===== src/rtl/adgr_pkg.sv =====
// adgr_pkg: shared types and constants for the audio ducking gate
// no dependencies

package adgr_pkg;

  localparam int CFG_IDX_W = 3;

  typedef enum logic [CFG_IDX_W-1:0] {
    CFG_ENABLE     = 3'd0,
    CFG_THRESHOLD  = 3'd1,
    CFG_DUCK_GAIN  = 3'd2,
    CFG_HOLD_TICKS = 3'd3,
    CFG_STEP_SIZE  = 3'd4
  } cfg_idx_t;

  // reset values, given in Q16 and rescaled where used
  localparam longint RST_FRAC_BITS  = 16;
  localparam longint RST_THRESHOLD  = 3277;
  localparam longint RST_DUCK_GAIN  = 16384;
  localparam longint RST_HOLD_TICKS = 17;
  localparam longint RST_STEP_SIZE  = 9830;

  typedef struct packed {
    logic enable;
    logic clear;
  } cfg_ctl_t;

endpackage


===== src/rtl/adgr_cfg_regs.sv =====
// adgr_cfg_regs: configuration register file of the ducking gate
// depends on adgr_pkg

module adgr_cfg_regs #(
  parameter int LEVEL_FRAC_BITS = 16,
  parameter int HOLD_COUNT_BITS = 16,
  parameter int CFG_W           = 17
) (
  input  logic                               clk,
  input  logic                               rst_n,
  input  logic                               cfg_valid,
  input  logic [adgr_pkg::CFG_IDX_W-1:0]     cfg_index,
  input  logic [CFG_W-1:0]                   cfg_data,
  output adgr_pkg::cfg_ctl_t                 ctl,
  output logic [LEVEL_FRAC_BITS:0]           threshold,
  output logic [LEVEL_FRAC_BITS:0]           duck_gain,
  output logic [HOLD_COUNT_BITS-1:0]         hold_ticks,
  output logic [LEVEL_FRAC_BITS:0]           step_size
);
  import adgr_pkg::*;

  localparam int LEVEL_W = LEVEL_FRAC_BITS + 1;
  localparam int HOLD_W  = HOLD_COUNT_BITS;

  localparam logic [LEVEL_W-1:0] THR_RST = (LEVEL_FRAC_BITS >= RST_FRAC_BITS) ?
    LEVEL_W'(RST_THRESHOLD << (LEVEL_FRAC_BITS - RST_FRAC_BITS)) :
    LEVEL_W'(RST_THRESHOLD >> (RST_FRAC_BITS - LEVEL_FRAC_BITS));
  localparam logic [LEVEL_W-1:0] DUCK_RST = (LEVEL_FRAC_BITS >= RST_FRAC_BITS) ?
    LEVEL_W'(RST_DUCK_GAIN << (LEVEL_FRAC_BITS - RST_FRAC_BITS)) :
    LEVEL_W'(RST_DUCK_GAIN >> (RST_FRAC_BITS - LEVEL_FRAC_BITS));
  localparam logic [LEVEL_W-1:0] STEP_RST = (LEVEL_FRAC_BITS >= RST_FRAC_BITS) ?
    LEVEL_W'(RST_STEP_SIZE << (LEVEL_FRAC_BITS - RST_FRAC_BITS)) :
    LEVEL_W'(RST_STEP_SIZE >> (RST_FRAC_BITS - LEVEL_FRAC_BITS));
  localparam logic [HOLD_W-1:0] HOLD_RST = HOLD_W'(RST_HOLD_TICKS);

  logic               enable_r, enable_nxt;
  logic               clear_nxt;
  logic [LEVEL_W-1:0] threshold_r, threshold_nxt;
  logic [LEVEL_W-1:0] duck_gain_r, duck_gain_nxt;
  logic [HOLD_W-1:0]  hold_ticks_r, hold_ticks_nxt;
  logic [LEVEL_W-1:0] step_size_r, step_size_nxt;

  always_comb begin
    enable_nxt     = enable_r;
    clear_nxt      = 1'b0;
    threshold_nxt  = threshold_r;
    duck_gain_nxt  = duck_gain_r;
    hold_ticks_nxt = hold_ticks_r;
    step_size_nxt  = step_size_r;
    if (cfg_valid) begin
      unique case (cfg_idx_t'(cfg_index))
        CFG_ENABLE: begin
          enable_nxt = cfg_data[0];
          clear_nxt  = ~cfg_data[0];
        end
        CFG_THRESHOLD:  threshold_nxt  = cfg_data[LEVEL_W-1:0];
        CFG_DUCK_GAIN:  duck_gain_nxt  = cfg_data[LEVEL_W-1:0];
        CFG_HOLD_TICKS: hold_ticks_nxt = cfg_data[HOLD_W-1:0];
        CFG_STEP_SIZE:  step_size_nxt  = cfg_data[LEVEL_W-1:0];
        default: ;
      endcase
    end
  end

  always_ff @(posedge clk) begin
    if (!rst_n) begin
      enable_r     <= 1'b1;
      threshold_r  <= THR_RST;
      duck_gain_r  <= DUCK_RST;
      hold_ticks_r <= HOLD_RST;
      step_size_r  <= STEP_RST;
    end else begin
      enable_r     <= enable_nxt;
      threshold_r  <= threshold_nxt;
      duck_gain_r  <= duck_gain_nxt;
      hold_ticks_r <= hold_ticks_nxt;
      step_size_r  <= step_size_nxt;
    end
  end

  // clear acts in the same cycle as the write so the state is cleared at once
  assign ctl.enable = enable_r;
  assign ctl.clear  = clear_nxt;
  assign threshold  = threshold_r;
  assign duck_gain  = duck_gain_r;
  assign hold_ticks = hold_ticks_r;
  assign step_size  = step_size_r;

endmodule


===== src/rtl/adgr_core.sv =====
// adgr_core: gate with hold counter and linear gain slew, holds the gate state
// depends on adgr_pkg

module adgr_core #(
  parameter int LEVEL_FRAC_BITS = 16,
  parameter int HOLD_COUNT_BITS = 16
) (
  input  logic                       clk,
  input  logic                       rst_n,
  input  adgr_pkg::cfg_ctl_t         ctl,
  input  logic [LEVEL_FRAC_BITS:0]   threshold,
  input  logic [LEVEL_FRAC_BITS:0]   duck_gain,
  input  logic [HOLD_COUNT_BITS-1:0] hold_ticks,
  input  logic [LEVEL_FRAC_BITS:0]   step_size,
  input  logic                       fire,
  input  logic [LEVEL_FRAC_BITS:0]   mic_left,
  input  logic [LEVEL_FRAC_BITS:0]   mic_right,
  output logic [LEVEL_FRAC_BITS:0]   gain,
  output logic                       ducking,
  output logic                       gain_changed
);
  import adgr_pkg::*;

  localparam int LEVEL_W = LEVEL_FRAC_BITS + 1;
  localparam int HOLD_W  = HOLD_COUNT_BITS;
  localparam logic [LEVEL_W-1:0] UNITY    = LEVEL_W'(1) << LEVEL_FRAC_BITS;
  localparam logic [HOLD_W-1:0]  HOLD_MAX = '1;

  logic               duck_r, duck_nxt;
  logic               hold_r, hold_nxt;
  logic [HOLD_W-1:0]  cnt_r, cnt_nxt;
  logic [LEVEL_W-1:0] gain_r, gain_nxt;

  logic [LEVEL_W-1:0] level;
  logic [HOLD_W-1:0]  cnt_inc;
  logic               g_duck;
  logic               g_hold;
  logic [HOLD_W-1:0]  g_cnt;
  logic [LEVEL_W-1:0] target;
  logic [LEVEL_W-1:0] step;
  logic [LEVEL_W-1:0] diff;
  logic [LEVEL_W-1:0] slewed;

  assign level   = (mic_left > mic_right) ? mic_left : mic_right;
  assign cnt_inc = (cnt_r != HOLD_MAX) ? cnt_r + HOLD_W'(1) : cnt_r;

  // gate with hold
  always_comb begin
    g_duck = 1'b0;
    g_hold = 1'b0;
    g_cnt  = '0;
    if (level >= threshold) begin
      g_duck = 1'b1;
    end else if (!duck_r) begin
      g_duck = 1'b0;
    end else if (!hold_r) begin
      g_duck = 1'b1;
      g_hold = 1'b1;
    end else if (cnt_inc >= hold_ticks) begin
      g_duck = 1'b0;
    end else begin
      g_duck = 1'b1;
      g_hold = 1'b1;
      g_cnt  = cnt_inc;
    end
  end

  // linear slew toward the target
  always_comb begin
    target = g_duck ? ((duck_gain > UNITY) ? UNITY : duck_gain) : UNITY;
    step   = (step_size == '0) ? LEVEL_W'(1) : step_size;
    diff   = '0;
    slewed = gain_r;
    if (gain_r < target) begin
      diff   = target - gain_r;
      slewed = (diff <= step) ? target : gain_r + step;
    end else if (gain_r > target) begin
      diff   = gain_r - target;
      slewed = (diff <= step) ? target : gain_r - step;
    end
  end

  always_comb begin
    duck_nxt = duck_r;
    hold_nxt = hold_r;
    cnt_nxt  = cnt_r;
    gain_nxt = gain_r;
    if (ctl.clear || (fire && !ctl.enable)) begin
      duck_nxt = 1'b0;
      hold_nxt = 1'b0;
      cnt_nxt  = '0;
      gain_nxt = UNITY;
    end else if (fire) begin
      duck_nxt = g_duck;
      hold_nxt = g_hold;
      cnt_nxt  = g_cnt;
      gain_nxt = slewed;
    end
  end

  always_ff @(posedge clk) begin
    if (!rst_n) begin
      duck_r <= 1'b0;
      hold_r <= 1'b0;
      cnt_r  <= '0;
      gain_r <= UNITY;
    end else begin
      duck_r <= duck_nxt;
      hold_r <= hold_nxt;
      cnt_r  <= cnt_nxt;
      gain_r <= gain_nxt;
    end
  end

  always_comb begin
    if (!ctl.enable) begin
      gain         = UNITY;
      ducking      = 1'b0;
      gain_changed = (gain_r != UNITY);
    end else begin
      gain         = slewed;
      ducking      = g_duck;
      gain_changed = (slewed != gain_r);
    end
  end

`ifndef SYNTHESIS
  a_gain_le_unity: assert property (@(posedge clk) disable iff (!rst_n)
    gain_r <= UNITY) else $error("gain above unity");
  a_hold_needs_duck: assert property (@(posedge clk) disable iff (!rst_n)
    hold_r |-> duck_r) else $error("hold running while not ducking");
  a_idle_count_zero: assert property (@(posedge clk) disable iff (!rst_n)
    !hold_r |-> cnt_r == '0) else $error("quiet count set without hold");
  a_disabled_clears: assert property (@(posedge clk) disable iff (!rst_n)
    fire && !ctl.enable |=> gain_r == UNITY && !duck_r)
    else $error("disabled item left state");
  a_slew_bounded: assert property (@(posedge clk) disable iff (!rst_n)
    fire && ctl.enable && !ctl.clear |=>
      ((gain_r >= $past(gain_r)) ? (gain_r - $past(gain_r)) : ($past(gain_r) - gain_r))
        <= (($past(step_size) == '0) ? LEVEL_W'(1) : $past(step_size)))
    else $error("gain moved more than one step");
`endif

endmodule


===== src/rtl/audio_ducking_gate_ramp_unit.sv =====
// audio_ducking_gate_ramp_unit: top level of the audio ducking gate with hold and slew
// depends on adgr_pkg, adgr_cfg_regs, adgr_core
//
// usage
//   in_*  : one item per poll tick, left and right mic peak levels, unsigned
//           with LEVEL_FRAC_BITS fraction bits (unity = 1 << LEVEL_FRAC_BITS)
//   out_* : one result item per input item, in order: gain, ducking flag and
//           a flag that is high when the gain moved on this tick
//   cfg_* : register writes (enable, threshold, duck_gain, hold_ticks, step_size
//           by index 0..4), always ready; the user must write only while the block is
//           idle (not enforced); writing enable = 0 clears the gate state at once
// timing
//   an item is registered on acceptance, processed by one stage of compare,
//   hold counter and slew logic, and registered again at the output, where the
//   result is valid; one item per cycle sustained while out_ready stays high
// reset
//   synchronous, active low; registers return to their defaults, gain to unity
// stall
//   when out_ready is low the output holds; the input register still takes one
//   more item if it is empty, after which in_ready drops until the output is taken

module audio_ducking_gate_ramp_unit #(
  parameter int LEVEL_FRAC_BITS = 16,
  parameter int HOLD_COUNT_BITS = 16,
  localparam int CFG_W = (LEVEL_FRAC_BITS + 1 > HOLD_COUNT_BITS) ?
                         LEVEL_FRAC_BITS + 1 : HOLD_COUNT_BITS
) (
  input  logic                               clk,
  input  logic                               rst_n,
  input  logic                               in_valid,
  output logic                               in_ready,
  input  logic [LEVEL_FRAC_BITS:0]           in_mic_left,
  input  logic [LEVEL_FRAC_BITS:0]           in_mic_right,
  output logic                               out_valid,
  input  logic                               out_ready,
  output logic [LEVEL_FRAC_BITS:0]           out_gain,
  output logic                               out_ducking,
  output logic                               out_gain_changed,
  input  logic                               cfg_valid,
  output logic                               cfg_ready,
  input  logic [adgr_pkg::CFG_IDX_W-1:0]     cfg_index,
  input  logic [CFG_W-1:0]                   cfg_data
);
  import adgr_pkg::*;

  localparam int LEVEL_W = LEVEL_FRAC_BITS + 1;

  cfg_ctl_t                     ctl;
  logic [LEVEL_W-1:0]           threshold;
  logic [LEVEL_W-1:0]           duck_gain;
  logic [HOLD_COUNT_BITS-1:0]   hold_ticks;
  logic [LEVEL_W-1:0]           step_size;

  logic               s1_valid_r, s1_valid_nxt;
  logic [LEVEL_W-1:0] s1_left_r;
  logic [LEVEL_W-1:0] s1_right_r;
  logic               o_valid_r, o_valid_nxt;
  logic [LEVEL_W-1:0] o_gain_r;
  logic               o_duck_r;
  logic               o_chg_r;

  logic               advance;
  logic               fire;
  logic [LEVEL_W-1:0] c_gain;
  logic               c_duck;
  logic               c_chg;

  assign cfg_ready = 1'b1;

  adgr_cfg_regs #(
    .LEVEL_FRAC_BITS (LEVEL_FRAC_BITS),
    .HOLD_COUNT_BITS (HOLD_COUNT_BITS),
    .CFG_W           (CFG_W)
  ) u_cfg (
    .clk        (clk),
    .rst_n      (rst_n),
    .cfg_valid  (cfg_valid),
    .cfg_index  (cfg_index),
    .cfg_data   (cfg_data),
    .ctl        (ctl),
    .threshold  (threshold),
    .duck_gain  (duck_gain),
    .hold_ticks (hold_ticks),
    .step_size  (step_size)
  );

  // output register free or being emptied
  assign advance  = !o_valid_r || out_ready;
  assign fire     = s1_valid_r && advance;
  assign in_ready = !s1_valid_r || advance;

  adgr_core #(
    .LEVEL_FRAC_BITS (LEVEL_FRAC_BITS),
    .HOLD_COUNT_BITS (HOLD_COUNT_BITS)
  ) u_core (
    .clk          (clk),
    .rst_n        (rst_n),
    .ctl          (ctl),
    .threshold    (threshold),
    .duck_gain    (duck_gain),
    .hold_ticks   (hold_ticks),
    .step_size    (step_size),
    .fire         (fire),
    .mic_left     (s1_left_r),
    .mic_right    (s1_right_r),
    .gain         (c_gain),
    .ducking      (c_duck),
    .gain_changed (c_chg)
  );

  always_comb begin
    s1_valid_nxt = in_ready ? in_valid : s1_valid_r;
    o_valid_nxt  = advance ? s1_valid_r : o_valid_r;
  end

  always_ff @(posedge clk) begin
    if (!rst_n) begin
      s1_valid_r <= 1'b0;
      o_valid_r  <= 1'b0;
    end else begin
      s1_valid_r <= s1_valid_nxt;
      o_valid_r  <= o_valid_nxt;
    end
  end

  always_ff @(posedge clk) begin
    if (in_valid && in_ready) begin
      s1_left_r  <= in_mic_left;
      s1_right_r <= in_mic_right;
    end
    if (fire) begin
      o_gain_r <= c_gain;
      o_duck_r <= c_duck;
      o_chg_r  <= c_chg;
    end
  end

  assign out_valid        = o_valid_r;
  assign out_gain         = o_gain_r;
  assign out_ducking      = o_duck_r;
  assign out_gain_changed = o_chg_r;

endmodule


===== config.mk =====
export PLATFORM = sky130hd
export DESIGN_NAME = audio_ducking_gate_ramp_unit
export DESIGN_NICKNAME = d
export VERILOG_FILES = /design/src/rtl/adgr_pkg.sv /design/src/rtl/adgr_cfg_regs.sv /design/src/rtl/adgr_core.sv /design/src/rtl/audio_ducking_gate_ramp_unit.sv
export SDC_FILE = /design/constraint.sdc
export NUM_CORES = 1
export LEC_CHECK = 0
export ABC_AREA = 1
export BUFFER_PORTS_ARGS = -buffer_cell sky130_fd_sc_hd__buf_2
export CORE_ASPECT_RATIO = 0.8
export CORE_UTILIZATION = 54
export DETAILED_ROUTE_END_ITERATION = 8
export PLACE_DENSITY_LB_ADDON = 0.25
export REMOVE_ABC_BUFFERS = 1
export SLEW_MARGIN = 15
export SYNTH_ARGS = -nofsm -noshare
export SYNTH_HDL_FRONTEND = slang
export SYNTH_SLANG_ARGS = --single-unit

===== constraint.sdc =====
create_clock -name clk -period 17.9 [get_ports clk]
set_input_delay 3.58 -clock clk [delete_from_list [all_inputs] [get_ports clk]]
set_output_delay 3.58 -clock clk [all_outputs]
set_load 0.02 [all_outputs]

==> reports/qor.txt <==
==================================================================================================
Highest ir drop seen on vdd                                                               79.99 µV
Register bit count reported by yosys                                                           158
Critical Path End Type                                                                   flip-flop
Number of detailed-routing iterations run before antenna repair                                  5
LEAKAGE                                                                                   6.730 nW
First element of the critical path                                                    s1_left_r[2]
Crit share post-route                                                                       51.17%
Startpoint of the lowest-slack register-to-register path                              s1_left_r[2]
Bufs and invs on worst path                                                                      6
Post-CTS Hold Fix Bufs                                                                           0
Fraction of the mapped netlist area in compound gates                                       17.77%
Fraction of the mapped netlist area in adder cells                                          15.35%
First-iteration detailed-routing DRC count                                                   1,360
Antenna violations before repair                                                                 0
Overall routing resource usage                                                              33.51%
Logic depth of the worst register-to-register path                                              49
Layout cells sized above 1                                                                  10.07%
Result of the run                                                                        completed
Clk_skew                                                                                0.01269 ns
CTS root buf                                                                             clkbuf_16
Antenna Nets Post-Route                                                                          0
CTS Buf Count                                                                                   17
Highest clock frequency the design can meet                                             0.1092 GHz
Row Count                                                                                       49
Critical path startpoint category                                                        flip-flop
Synth cell types                                                                                56
Via Count                                                                                   12,346
CTS Sinks                                                                                      158
Flip-flop cell with the highest count after synthesis                                      dfxtp_1
DP Cell Count                                                                                2,101
Crit Path Category                                                                      reg -> reg
Source-to-sink clock delay at the later pin of the worst-skew pair                         0.45 ns
CTS H-Tree Depth                                                                                 4
Pin count of the biggest net entering global routing                                            70
Number of synthesis warnings                                                                     0
Via count of the first global-routing pass                                                  11,358
DP Wirelength                                                                             31.55 mm
Global-route wire length before repair                                                    62.48 mm
Drt total wl                                                                              40.20 mm
Total Die Area                                                                          24,230 µm²
Post-detailed-route via-to-cell ratio                                                        5.788
Clock transition time at the flip-flop clock pins of the worst setup and hold paths        0.07 ns
Maxcap violations                                                                                0
Endpoint of the worst hold-timing path                                                u_cfg.hold_ticks[14]
Worst r2r dst                                                                         out_gain_changed
Final setup fails                                                                                0
Drt drc                                                                                          0
Final cell count without fillers                                                             2,133
Register-to-register path setup slack                                                      8.74 ns
Data required time at the worst endpoint                                                  18.09 ns
Port Buf Inserts                                                                                79
Routed length per placed instance                                                         18.85 µm
Register area share after synthesis                                                         28.97%
Count of cells resized by post-cts repair                                                        0
Class of the most critical hold timing path                                             reg -> reg
Setup Total Neg Slack                                                                         0 ns
Grt ovf                                                                                          0
Max Slew Vio Count                                                                               0
Cell type group with the largest total delay on the critical path                     simple AND/OR/NAND/NOR gates
Crit-path max cell delay                                                                   0.72 ns
Xor and xnor area share after synthesis                                                     4.259%
TritonCTS clock tree                                                                         built
Post-place instance area                                                                13,280 µm²
Startpoint of the most critical hold path                                             u_cfg.hold_ticks[14]
Fraction of the mapped netlist area in simple logic gates                                   22.98%
Die boundary height                                                                       139.4 µm
Main combinational cell family by area after synthesis                                simple AND/OR/NAND/NOR gates
Top-Level Pins                                                                                  81
Post-route design area                                                                  13,840 µm²
Number of enable flip-flop cells after synthesis                                                53
Maximum net fanout on the critical path                                                         34
Minimum clock period                                                                      9.160 ns
Post-synthesis mux area share                                                                   0%
Relative slew slack                                                                         28.92%
Die W                                                                                     173.8 µm
Area inside the core boundary                                                           22,810 µm²
Count of buffers added by post-CTS timing repair for setup                                       0
Most Frequent Cell on Critical Path                                                        nand2_1
Final nets                                                                                   2,027
Antenna diode count                                                                              0
Cell area after synthesis                                                               12,750 µm²
Final hold violation count                                                                       0
Unrepaired setup endpoints after global routing                                                 no
Worst Hold Path Cells                                                                            2
Synthesized area per cell                                                                7.172 µm²
Tightest Pin Transition                                                                   1.058 ns
CTS Buffer Depth                                                                                 2
Worst-path cell with the longest stage delay                                              a21boi_0
Post-synthesis to final-layout area growth                                                  8.556%
Effective utilization at floorplan                                                          55.91%
Final-layout worst hold slack                                                            0.4649 ns
Share of synthesized registers carrying an async set or reset                                   0%
Routability Congestion                                                                       1.070
Endpoint arrival time on the critical path                                                 9.35 ns
Cells after Synth                                                                            1,778
Power per Cell Area                                                                   124.2 nW/µm²
==================================================================================================
## report_power, final
part           leakage, nW  switching, mW  internal, mW
combinational         5.09          0.630         0.298
sequential            1.36         0.0205         0.414
clock                0.277          0.158         0.199
## logic make-up (layout without fill, tap and decap cells)
| kind of cell | count (synthesis) | in the layout |
|---|---|---|
| compound gates | 404 | 404 |
| xor+xnor | 62 | 62 |
| fa+ha+maj | 154 | 154 |
| buf+inv | 341 | 390 |
| flops | 158 | 158 |
| other cells | 1 | 1 |
| simple gates | 658 | 658 |
## registers in the layout, indices dropped and copies added, names as in the netlist, 16 cells and up
name              cells
u_cfg.duck_gain      17
u_core.gain_r        17
u_cfg.step_size      17
out_gain             17
u_core.cnt_r         16
u_cfg.threshold      17
s1_left_r            17
s1_right_r           17
u_cfg.hold_ticks     16
## metrics by stage
stage                     util [%]  power, mW  worst slack, ns
final                        60.69      1.719            8.740
after global routing         60.69      1.842            7.923
after CTS                    60.69      1.692            9.064
after detailed placement     58.24      1.333            9.121
after global placement       58.24      1.329            9.223
after floorplan                  -      1.086            8.630
## worst reg2reg max path, delay by kind of cell, from the launching register on
family,cells,cell delay (ns)
XOR/XNOR,1,0.27
buffers and inverters,6,1.28
adder cells (fa/ha/maj),5,1.52
AO/OA/AOI/OAI,13,2.38
AND/OR/NAND/NOR,24,3.05
flip-flops,1,0.39
## layer usage
layer / wire length, µm / global-route usage, %
met1: 18610 / 48.75
met2: 15840 / 47.54
met3: 4579 / 8.716
met4: 1163 / 11.31
met5: 0 / 0
## cell type report
cell class | count | area [µm²]
fill | 2123 | 8965
multi-input combinational | 1279 | 7724
sequential | 158 | 3694
inverter | 269 | 1012
clock buffer | 25 | 508.0
timing repair buffer | 89 | 470.5
tap | 306 | 382.9
clock inverter | 7 | 51.30
## Yosys cell counts, types with 26 or more instances
cell type,n,share of area [%]
inv_1,254,7.5
xnor2_1,26,1.8
o21ai_0,111,4.4
nand3_1,78,3.1
edfxtp_1,53,12
nand2_1,347,10
a21oi_1,198,7.8
dfxtp_1,105,16
ha_1,150,15
xor2_1,36,2.5
nand4_1,27,1.3
clkbuf_1,46,1.4
nor2_1,137,4.0
## worst max-delay path by stage
stage                  endpoint  slack [ns]  cells past startpoint
6_report       out_gain_changed        8.74                     49
5_1_grt        out_gain_changed        7.92                     49
4_1_cts        out_gain_changed        9.06                     51
3_5_place_dp   out_gain_changed        9.12                     51
3_3_place_gp   out_gain_changed        9.22                     53
2_1_floorplan  out_gain_changed        8.63                     42
## placed cells by master (no fill, tap or decap), types with 26 or more instances in the layout
cell	count
nand2_1	346
inv_1	254
a21oi_1	198
ha_1	150
nor2_1	137
o21ai_0	111
dfxtp_1	105
buf_2	79
nand3_1	78
edfxtp_1	53
xor2_1	36
nand4_1	27
xnor2_1	26
Note: power is estimated with default switching activity, not from simulation.
